[config.mk]
export PLATFORM = sky130hd
export DESIGN_NAME = adaptive_route_channel_selector_top
export DESIGN_NICKNAME = d
export VERILOG_FILES = /design/src/arcs_pkg.sv /design/src/arcs_ctrl.sv /design/src/arcs_datapath.sv /design/src/adaptive_route_channel_selector_top.sv
export SDC_FILE = /design/constraint.sdc
export NUM_CORES = 1
export LEC_CHECK = 0
export ABC_AREA = 0
export BUFFER_PORTS_ARGS = -buffer_cell sky130_fd_sc_hd__buf_2
export CAP_MARGIN = 40
export CORE_MARGIN = 2
export CORE_UTILIZATION = 40
export CTS_CLUSTER_DIAMETER = 80
export DETAILED_ROUTE_END_ITERATION = 6
export HOLD_SLACK_MARGIN = 0.02
export PLACE_DENSITY_LB_ADDON = 0.1
export SLEW_MARGIN = 20
export SYNTH_ARGS = -nofsm -noshare
export SYNTH_HDL_FRONTEND = slang
export SYNTH_HIERARCHICAL = 1
export SYNTH_SLANG_ARGS = --single-unit
[constraint.sdc]
create_clock -name i_clk -period 5.1 [get_ports i_clk]
set_input_delay 0.765 -clock i_clk [delete_from_list [all_inputs] [get_ports i_clk]]
set_output_delay 0.765 -clock i_clk [all_outputs]
set_load 0.005 [all_outputs]
[src/arcs_pkg.sv]
// Shared types and constants of the adaptive route channel selector.
`timescale 1ns / 1ps

package arcs_pkg;

    localparam int VNETS = 4;

    localparam logic [1:0] OP_ROUTE  = 2'd0;
    localparam logic [1:0] OP_REJECT = 2'd1;
    localparam logic [1:0] OP_ACCEPT = 2'd2;

    localparam logic [1:0] STAGE_AX  = 2'd0;
    localparam logic [1:0] STAGE_AY  = 2'd1;
    localparam logic [1:0] STAGE_AZ  = 2'd2;
    localparam logic [1:0] STAGE_ESC = 2'd3;

    localparam logic [2:0] PORT_LOCAL = 3'd0;

    typedef enum logic {
        ST_IDLE,
        ST_EXEC
    } t_state;

    typedef struct packed {
        logic load;
        logic exec;
    } t_ctrl;

endpackage

[src/arcs_ctrl.sv]
// Controller state machine that sequences one beat through the datapath.
`timescale 1ns / 1ps

module arcs_ctrl (
    input  logic            i_clk,
    input  logic            i_rst_n,
    input  logic            i_start,
    output logic            o_busy,
    output arcs_pkg::t_ctrl o_cmd
);

    arcs_pkg::t_state r_state;
    arcs_pkg::t_state n_state;

    always_ff @(posedge i_clk) begin
        if (!i_rst_n) begin
            r_state <= arcs_pkg::ST_IDLE;
        end else begin
            r_state <= n_state;
        end
    end

    always_comb begin
        n_state = r_state;
        case (r_state)
            arcs_pkg::ST_IDLE: begin
                if (i_start) begin
                    n_state = arcs_pkg::ST_EXEC;
                end
            end
            arcs_pkg::ST_EXEC: begin
                n_state = arcs_pkg::ST_IDLE;
            end
            default: begin
                n_state = arcs_pkg::ST_IDLE;
            end
        endcase
    end

    always_comb begin
        o_busy      = 1'b0;
        o_cmd.load  = 1'b0;
        o_cmd.exec  = 1'b0;
        case (r_state)
            arcs_pkg::ST_IDLE: begin
                o_cmd.load = i_start;
            end
            arcs_pkg::ST_EXEC: begin
                o_busy     = 1'b1;
                o_cmd.exec = 1'b1;
            end
            default: begin
                o_busy = 1'b1;
            end
        endcase
    end

    // An accepted beat is executed in exactly the following cycle.
    a_load_then_exec: assert property (@(posedge i_clk) disable iff (!i_rst_n)
        o_cmd.load |=> o_cmd.exec)
        else $error("accepted beat was not executed");

    a_exec_single: assert property (@(posedge i_clk) disable iff (!i_rst_n)
        o_cmd.exec |=> !o_cmd.exec)
        else $error("execute lasted more than one cycle");

    a_no_load_busy: assert property (@(posedge i_clk) disable iff (!i_rst_n)
        !(o_cmd.load && o_busy))
        else $error("beat loaded while busy");

endmodule

[src/arcs_datapath.sv]
// Datapath: operand capture, retry stage table and route decision.
`timescale 1ns / 1ps

module arcs_datapath #(
    parameter int INPUTS = 8
) (
    input  logic              i_clk,
    input  logic              i_rst_n,
    input  arcs_pkg::t_ctrl   i_cmd,
    input  logic [1:0]        i_operation,
    input  logic [2:0]        i_port_index,
    input  logic signed [7:0] i_delta_x,
    input  logic signed [7:0] i_delta_y,
    input  logic signed [7:0] i_delta_z,
    input  logic [2:0]        i_virtual_net,
    input  logic              i_ordered,
    input  logic              i_bubble_ok,
    output logic              o_valid,
    output logic              o_granted,
    output logic [2:0]        o_out_port,
    output logic [3:0]        o_header_channel,
    output logic [3:0]        o_request_channel,
    output logic              o_requeue,
    output logic              o_route_error
);

    localparam int IW = (INPUTS > 1) ? $clog2(INPUTS) : 1;

    logic [1:0]        r_op;
    logic [2:0]        r_port;
    logic signed [7:0] r_dx;
    logic signed [7:0] r_dy;
    logic signed [7:0] r_dz;
    logic [2:0]        r_vnet;
    logic              r_ordered;
    logic              r_bubble;

    logic [1:0]        r_stage [INPUTS];

    logic              r_valid;
    logic              r_granted;
    logic [2:0]        r_out_port;
    logic [3:0]        r_hch;
    logic [3:0]        r_rch;
    logic              r_requeue;
    logic              r_error;

    logic              n_granted;
    logic [2:0]        n_out_port;
    logic [3:0]        n_hch;
    logic [3:0]        n_rch;
    logic              n_requeue;
    logic              n_error;
    logic [1:0]        n_stage;
    logic              w_stage_we;

    logic [IW-1:0]     w_idx;
    logic              w_in_range;
    logic [1:0]        w_cur_stage;
    logic [1:0]        w_start_stage;
    logic [2:0]        w_gt;
    logic [2:0]        w_neg;
    logic              w_arrived;
    logic [2:0]        w_vsat;
    logic [3:0]        w_odd_ch;
    logic [3:0]        w_even_ch;
    logic [1:0]        w_esc_dim;

    function automatic logic [2:0] dir_port(input logic [1:0] dim, input logic neg);
        logic [2:0] code;
        code = {dim, 1'b0} + 3'd1 + {2'b00, neg};
        return code;
    endfunction

    function automatic logic above_one(input logic signed [7:0] d);
        return (d > 8'sd1) || (d < -8'sd1);
    endfunction

    function automatic logic unit_mag(input logic signed [7:0] d);
        return (d == 8'sd1) || (d == -8'sd1);
    endfunction

    always_ff @(posedge i_clk) begin
        if (i_cmd.load) begin
            r_op      <= i_operation;
            r_port    <= i_port_index;
            r_dx      <= i_delta_x;
            r_dy      <= i_delta_y;
            r_dz      <= i_delta_z;
            r_vnet    <= i_virtual_net;
            r_ordered <= i_ordered;
            r_bubble  <= i_bubble_ok;
        end
    end

    assign w_idx       = IW'(r_port);
    assign w_in_range  = (32'(r_port) < INPUTS);
    assign w_cur_stage = w_in_range ? r_stage[w_idx] : arcs_pkg::STAGE_AX;
    assign w_gt        = {above_one(r_dz), above_one(r_dy), above_one(r_dx)};
    assign w_neg       = {r_dz[7], r_dy[7], r_dx[7]};
    assign w_arrived   = unit_mag(r_dx) && unit_mag(r_dy) && unit_mag(r_dz);
    assign w_start_stage = r_ordered ? arcs_pkg::STAGE_ESC : w_cur_stage;
    assign w_esc_dim   = w_gt[0] ? 2'd0 : (w_gt[1] ? 2'd1 : 2'd2);

    always_comb begin
        if (r_vnet == 3'd0) begin
            w_vsat = 3'd1;
        end else if (int'(r_vnet) > arcs_pkg::VNETS) begin
            w_vsat = 3'(arcs_pkg::VNETS);
        end else begin
            w_vsat = r_vnet;
        end
    end

    assign w_odd_ch  = {w_vsat - 3'd1, 1'b1};
    assign w_even_ch = {w_vsat, 1'b0};

    always_comb begin
        n_granted  = 1'b0;
        n_out_port = arcs_pkg::PORT_LOCAL;
        n_hch      = 4'd0;
        n_rch      = 4'd0;
        n_requeue  = 1'b0;
        n_error    = 1'b0;
        n_stage    = arcs_pkg::STAGE_AX;
        w_stage_we = 1'b0;
        if (w_in_range) begin
            case (r_op)
                arcs_pkg::OP_ROUTE: begin
                    w_stage_we = 1'b1;
                    if (w_arrived) begin
                        n_granted = 1'b1;
                        n_hch     = 4'd1;
                        n_rch     = 4'd1;
                    end else if (w_start_stage == arcs_pkg::STAGE_AX && w_gt[0]) begin
                        n_granted  = 1'b1;
                        n_out_port = dir_port(2'd0, w_neg[0]);
                        n_hch      = w_odd_ch;
                        n_rch      = w_even_ch;
                        n_stage    = arcs_pkg::STAGE_AY;
                    end else if (w_start_stage <= arcs_pkg::STAGE_AY && w_gt[1]) begin
                        n_granted  = 1'b1;
                        n_out_port = dir_port(2'd1, w_neg[1]);
                        n_hch      = w_odd_ch;
                        n_rch      = w_even_ch;
                        n_stage    = arcs_pkg::STAGE_AZ;
                    end else if (w_start_stage <= arcs_pkg::STAGE_AZ && w_gt[2]) begin
                        n_granted  = 1'b1;
                        n_out_port = dir_port(2'd2, w_neg[2]);
                        n_hch      = w_odd_ch;
                        n_rch      = w_even_ch;
                        n_stage    = arcs_pkg::STAGE_ESC;
                    end else if (w_gt == 3'b000) begin
                        n_error = 1'b1;
                    end else if (r_bubble) begin
                        n_granted  = 1'b1;
                        n_out_port = dir_port(w_esc_dim, w_neg[w_esc_dim]);
                        n_hch      = w_even_ch;
                        n_rch      = w_odd_ch;
                        n_stage    = arcs_pkg::STAGE_ESC;
                    end
                end
                arcs_pkg::OP_REJECT: begin
                    if (w_cur_stage == arcs_pkg::STAGE_ESC) begin
                        w_stage_we = 1'b1;
                        n_requeue  = 1'b1;
                    end
                end
                arcs_pkg::OP_ACCEPT: begin
                    w_stage_we = 1'b1;
                end
                default: begin
                    w_stage_we = 1'b0;
                end
            endcase
        end
    end

    always_ff @(posedge i_clk) begin
        if (!i_rst_n) begin
            for (int i = 0; i < INPUTS; i++) begin
                r_stage[i] <= arcs_pkg::STAGE_AX;
            end
        end else if (i_cmd.exec && w_stage_we) begin
            r_stage[w_idx] <= n_stage;
        end
    end

    always_ff @(posedge i_clk) begin
        if (!i_rst_n) begin
            r_valid <= 1'b0;
        end else begin
            r_valid <= i_cmd.exec;
        end
    end

    always_ff @(posedge i_clk) begin
        if (i_cmd.exec) begin
            r_granted  <= n_granted;
            r_out_port <= n_out_port;
            r_hch      <= n_hch;
            r_rch      <= n_rch;
            r_requeue  <= n_requeue;
            r_error    <= n_error;
        end
    end

    assign o_valid           = r_valid;
    assign o_granted         = r_granted;
    assign o_out_port        = r_out_port;
    assign o_header_channel  = r_hch;
    assign o_request_channel = r_rch;
    assign o_requeue         = r_requeue;
    assign o_route_error     = r_error;

    a_valid_follows_exec: assert property (@(posedge i_clk) disable iff (!i_rst_n)
        r_valid |-> $past(i_cmd.exec))
        else $error("result beat without an executed request");

    a_error_not_granted: assert property (@(posedge i_clk) disable iff (!i_rst_n)
        r_valid && r_error |-> !r_granted && r_out_port == arcs_pkg::PORT_LOCAL)
        else $error("routing error reported together with a grant");

    a_requeue_leaves_escape: assert property (@(posedge i_clk) disable iff (!i_rst_n)
        i_cmd.exec && n_requeue |=> r_stage[$past(w_idx)] == arcs_pkg::STAGE_AX)
        else $error("requeued port did not return to the adaptive X stage");

endmodule

[src/adaptive_route_channel_selector_top.sv]
// Top level of the adaptive route channel selector.
`timescale 1ns / 1ps

// Channel   | Handshake               | Beat contents
// ----------+-------------------------+-----------------------------------------------
// request   | start, busy             | operation, port index, deltas, vnet, flags
// result    | o_valid (one cycle)     | granted, port, channels, requeue, route error
//
// Every beat passes through capture, then a decision state that reads and
// updates the retry stage of the addressed port. The result strobe rises in the
// cycle after the decision, when busy has already fallen, so a new beat can be
// taken in that cycle. Reset clears all retry stages to adaptive X at once.
// The result receiver cannot stall the block.

module adaptive_route_channel_selector_top #(
    parameter int INPUTS = 8
) (
    input  logic              i_clk,
    input  logic              i_rst_n,
    input  logic              start,
    output logic              busy,
    input  logic [1:0]        i_operation,
    input  logic [2:0]        i_port_index,
    input  logic signed [7:0] i_delta_x,
    input  logic signed [7:0] i_delta_y,
    input  logic signed [7:0] i_delta_z,
    input  logic [2:0]        i_virtual_net,
    input  logic              i_ordered,
    input  logic              i_bubble_ok,
    output logic              o_valid,
    output logic              o_granted,
    output logic [2:0]        o_out_port,
    output logic [3:0]        o_header_channel,
    output logic [3:0]        o_request_channel,
    output logic              o_requeue,
    output logic              o_route_error
);

    arcs_pkg::t_ctrl w_cmd;

    arcs_ctrl u_ctrl (
        .i_clk   (i_clk),
        .i_rst_n (i_rst_n),
        .i_start (start),
        .o_busy  (busy),
        .o_cmd   (w_cmd)
    );

    arcs_datapath #(
        .INPUTS (INPUTS)
    ) u_datapath (
        .i_clk             (i_clk),
        .i_rst_n           (i_rst_n),
        .i_cmd             (w_cmd),
        .i_operation       (i_operation),
        .i_port_index      (i_port_index),
        .i_delta_x         (i_delta_x),
        .i_delta_y         (i_delta_y),
        .i_delta_z         (i_delta_z),
        .i_virtual_net     (i_virtual_net),
        .i_ordered         (i_ordered),
        .i_bubble_ok       (i_bubble_ok),
        .o_valid           (o_valid),
        .o_granted         (o_granted),
        .o_out_port        (o_out_port),
        .o_header_channel  (o_header_channel),
        .o_request_channel (o_request_channel),
        .o_requeue         (o_requeue),
        .o_route_error     (o_route_error)
    );

endmodule

==> impl_metrics.env <==
export IMPL_placed_cells=376
export IMPL_cp_arrival_ns=3.24
export IMPL_total_leakage_power_uw=0.00135
export IMPL_period_needed_ns=3.17
export IMPL_ir_drop_v=0.000178
export IMPL_clock_sinks=69
export IMPL_num_rows=31
export IMPL_avgSynthCellArea_sq_um=13.4
export IMPL_path_cells="or4_1, or4_4, a222oi_1, o21ai_1, a21oi_2, nor4_1"
export IMPL_cpMaxStageDelayCell="a222oi_1"
export IMPL_synth_nets=267
export IMPL_status="finished, final reports clean"
export IMPL_grt_start_max_net_pins=29
export IMPL_hold_viol=0
export IMPL_die_area_sq_mm=0.00834
export IMPL_boundaryPins=53
export IMPL_pre_cts_ws_ns=1.95
export IMPL_die_height_um=91.3
export IMPL_seq_area_frac_synth_pct=66.3
export IMPL_postRouteAntennaNets=0
export IMPL_r2r_start="u_datapath/r_dx[6]$_DFFE_PP_"
export IMPL_r2r_end="u_datapath/r_stage[5][0]$_SDFFCE_PN0P_"
export IMPL_r2r_cells=6
export IMPL_path_class="flop to flop"
export IMPL_crit_end="u_datapath/r_stage[5][0]$_SDFFCE_PN0P_"
export IMPL_drt_iter0_drc=174
export IMPL_finalCritPeriodShare_pct=62.2
export IMPL_max_slew_margin_pct=37.4
export IMPL_coreArea_sq_mm=0.00733
export IMPL_critical_path_max_stage_delay_ns=0.80
export IMPL_layout_common_cells="64 x edfxtp_1, 52 x buf_2, 21 x nor2_1"
export IMPL_die_w_um=91.3
export IMPL_portBuffers=52
export IMPL_crit_path_start_kind="flop"
export IMPL_antenna_found_initial=0
export IMPL_drcViolationCount=0
export IMPL_cts_tree="yes"
export IMPL_cts_buffers_inserted=9
export IMPL_drive_gt1_share_pct=29.6
export IMPL_globalplace_congestion=0.793
export IMPL_cts_setup_buffers=0
export IMPL_clk_latency_ns=0.35
export IMPL_wl_per_cell_um=15.6
export IMPL_setup_viol=0
export IMPL_finalInstanceArea_sq_mm=0.00372
export IMPL_cts_root_buffer_cell="clkbuf_8"
export IMPL_fin_cells=393
export IMPL_tightest_slew_ns=0.939
export IMPL_wl_um=6140
export IMPL_placed_cell_area_sq_mm=0.00344
export IMPL_synth_seq_cells=69
export IMPL_syn_area_sq_mm=0.00305
export IMPL_worst_hold_slack_ns=0.570
export IMPL_powerDensity_mw_per_mm2=367
export IMPL_clk_path_buf_depth=2
export IMPL_hp_class="flop to flop"
export IMPL_syn_to_final_growth_pct=21.9
export IMPL_worstPathMaxFanout=8
export IMPL_synth_warnings=6
export IMPL_vias=2086
export IMPL_startpoint="u_datapath/r_dx[6]$_DFFE_PP_"
export IMPL_fin_tns_setup_ns=0
export IMPL_cts_clk_slew_worst_paths_ns=0.08
export IMPL_cp_end_kind="flop"
export IMPL_worst_slack_ns=1.93
export IMPL_r2r_slack_ns=1.93
export IMPL_slew_viol_final=0
export IMPL_first_pass_iters=6
export IMPL_vias_per_cell=5.31
export IMPL_cts_hold_buf=0
export IMPL_fin_skew_ns=0.00858
export IMPL_synthCells=228
export IMPL_antenna_cells=0
export IMPL_grt_pass1_vias=2029
export IMPL_final_common_cell="edfxtp_1"
export IMPL_cts_repair_resized=0
export IMPL_synth_cell_type_count=47
export IMPL_grt_pass1_wl_um=10200
export IMPL_nets=328
export IMPL_initial_utilization_pct=41.6
export IMPL_overflow=0
export IMPL_hpwl_um=4540
export IMPL_cts_htree_levels=3
export IMPL_synth_edff_count=64
export IMPL_required_ns=5.16
export IMPL_grt_use_total_pct=16.2
export IMPL_synthArstFlopShare_pct=0
export IMPL_drv_cap=0
export IMPL_rsz0062_at_grt="false"
export IMPL_synth_flop_cell="edfxtp_1"
export IMPL_fmax_mhz=315
==> critical path: cells and delay by family (launching register included) <==
family | cells | cell delay, ns
simple gates | 3 | 1.14
compound gates | 3 | 1.34
flops | 1 | 0.41
==> state kept, by name (all words and copies together) (netlist names), named ones only <==
register and count:
u_datapath/o_granted 1, u_datapath/o_route_error 1, u_datapath/o_request_channel 4, u_datapath/r_dz 8, u_datapath/r_port 3, u_datapath/r_op 2
u_datapath/r_vnet 3, u_datapath/r_dx 8, u_datapath/o_requeue 1, u_ctrl/r_state 1, u_datapath/r_ordered 1, u_datapath/r_stage 16
u_datapath/o_header_channel 4, u_datapath/r_dy 8, u_datapath/o_valid 1, u_datapath/o_out_port 3, u_datapath/r_bubble 1
==> metal layers <==
layer / track usage, % / up-vias / part of all wire [%] / routed length [um]
met5: 0 / - / 0 / 0
met4: 6.82 / 0 / 1.5 / 95
met3: 4.73 / 10 / 4.7 / 289
met2: 24.0 / 59 / 46 / 2820
met1: 22.2 / 986 / 48 / 2940
li1: - / 1031 / - / -
==> metrics by stage <==
step / total power [uW] / utilization (%)
2_1_floorplan: 751 / -
3_3_place_gp: 795 / 46.7
6_report: 1370 / 50.7
3_5_place_dp: 798 / 47.0
4_1_cts: 1380 / 50.5
5_1_grt: 1420 / 50.7
==> Yosys cell counts (all sizes together), types with 3 or more instances <==
cell	instances	area, sq um
nand4	6	37.5
nor2	21	78.8
dfxtp	5	100
mux4	4	90.1
a21oi	9	48.8
inv	7	26.3
mux2	5	56.3
nand3	7	35.0
nor4	13	81.3
o211ai	4	30.0
edfxtp	64	1920
buf	3	18.8
nor2b	3	18.8
or2	5	31.3
nand2b	4	25.0
nor3	7	35.0
o21ai	13	65.1
or4	5	41.3
nand2	9	33.8
==> layout make-up <==
type,count,area (sq um)
Clock buffer,9,124
Clock inverter,7,138
Fill cell,661,3610
Inverter,7,26.3
Multi-Input combinational cell,147,983
Sequential cell,69,2020
Tap cell,99,124
Timing Repair Buffer,55,303
==> power by group <==
group,total [uW],switching [uW],internal [uW]
Combinational,118,68.4,49.6
Sequential,669,17.9,651
Clock,579,206,372
Total,1370,293,1070
==> kinds of logic after synthesis <==
group	after synthesis	share of synthesized area, %
mux	11	5.46
simple gates	87	15.4
buf+inv	12	1.72
compound gates	46	10.0
fa+ha+maj	2	0.820
flops	69	66.3
xor+xnor	1	0.287
==> worst min-delay path by stage <==
stage / startpoint / end / slack [ns] / depth (start not counted)
after floorplan: u_datapath/r_port[0]$_DFFE_PP_ / flop / 0.51 / 2
after global placement: u_datapath/r_op[1]$_DFFE_PP_ / u_datapath/o_requeue$_SDFFCE_PN0P_ / 0.58 / 1
after detailed placement: u_datapath/r_op[1]$_DFFE_PP_ / u_datapath/o_requeue$_SDFFCE_PN0P_ / 0.58 / 1
after CTS: i_virtual_net[1] / u_datapath/r_vnet[1]$_DFFE_PP_ / 0.57 / 1
after global routing: i_virtual_net[1] / u_datapath/r_vnet[1]$_DFFE_PP_ / 0.56 / 1
final: u_ctrl/r_state$_SDFF_PN0_ / u_datapath/o_valid$_SDFF_PN0_ / 0.57 / 2
No activity file was read; power rests on OpenSTA's default activity.
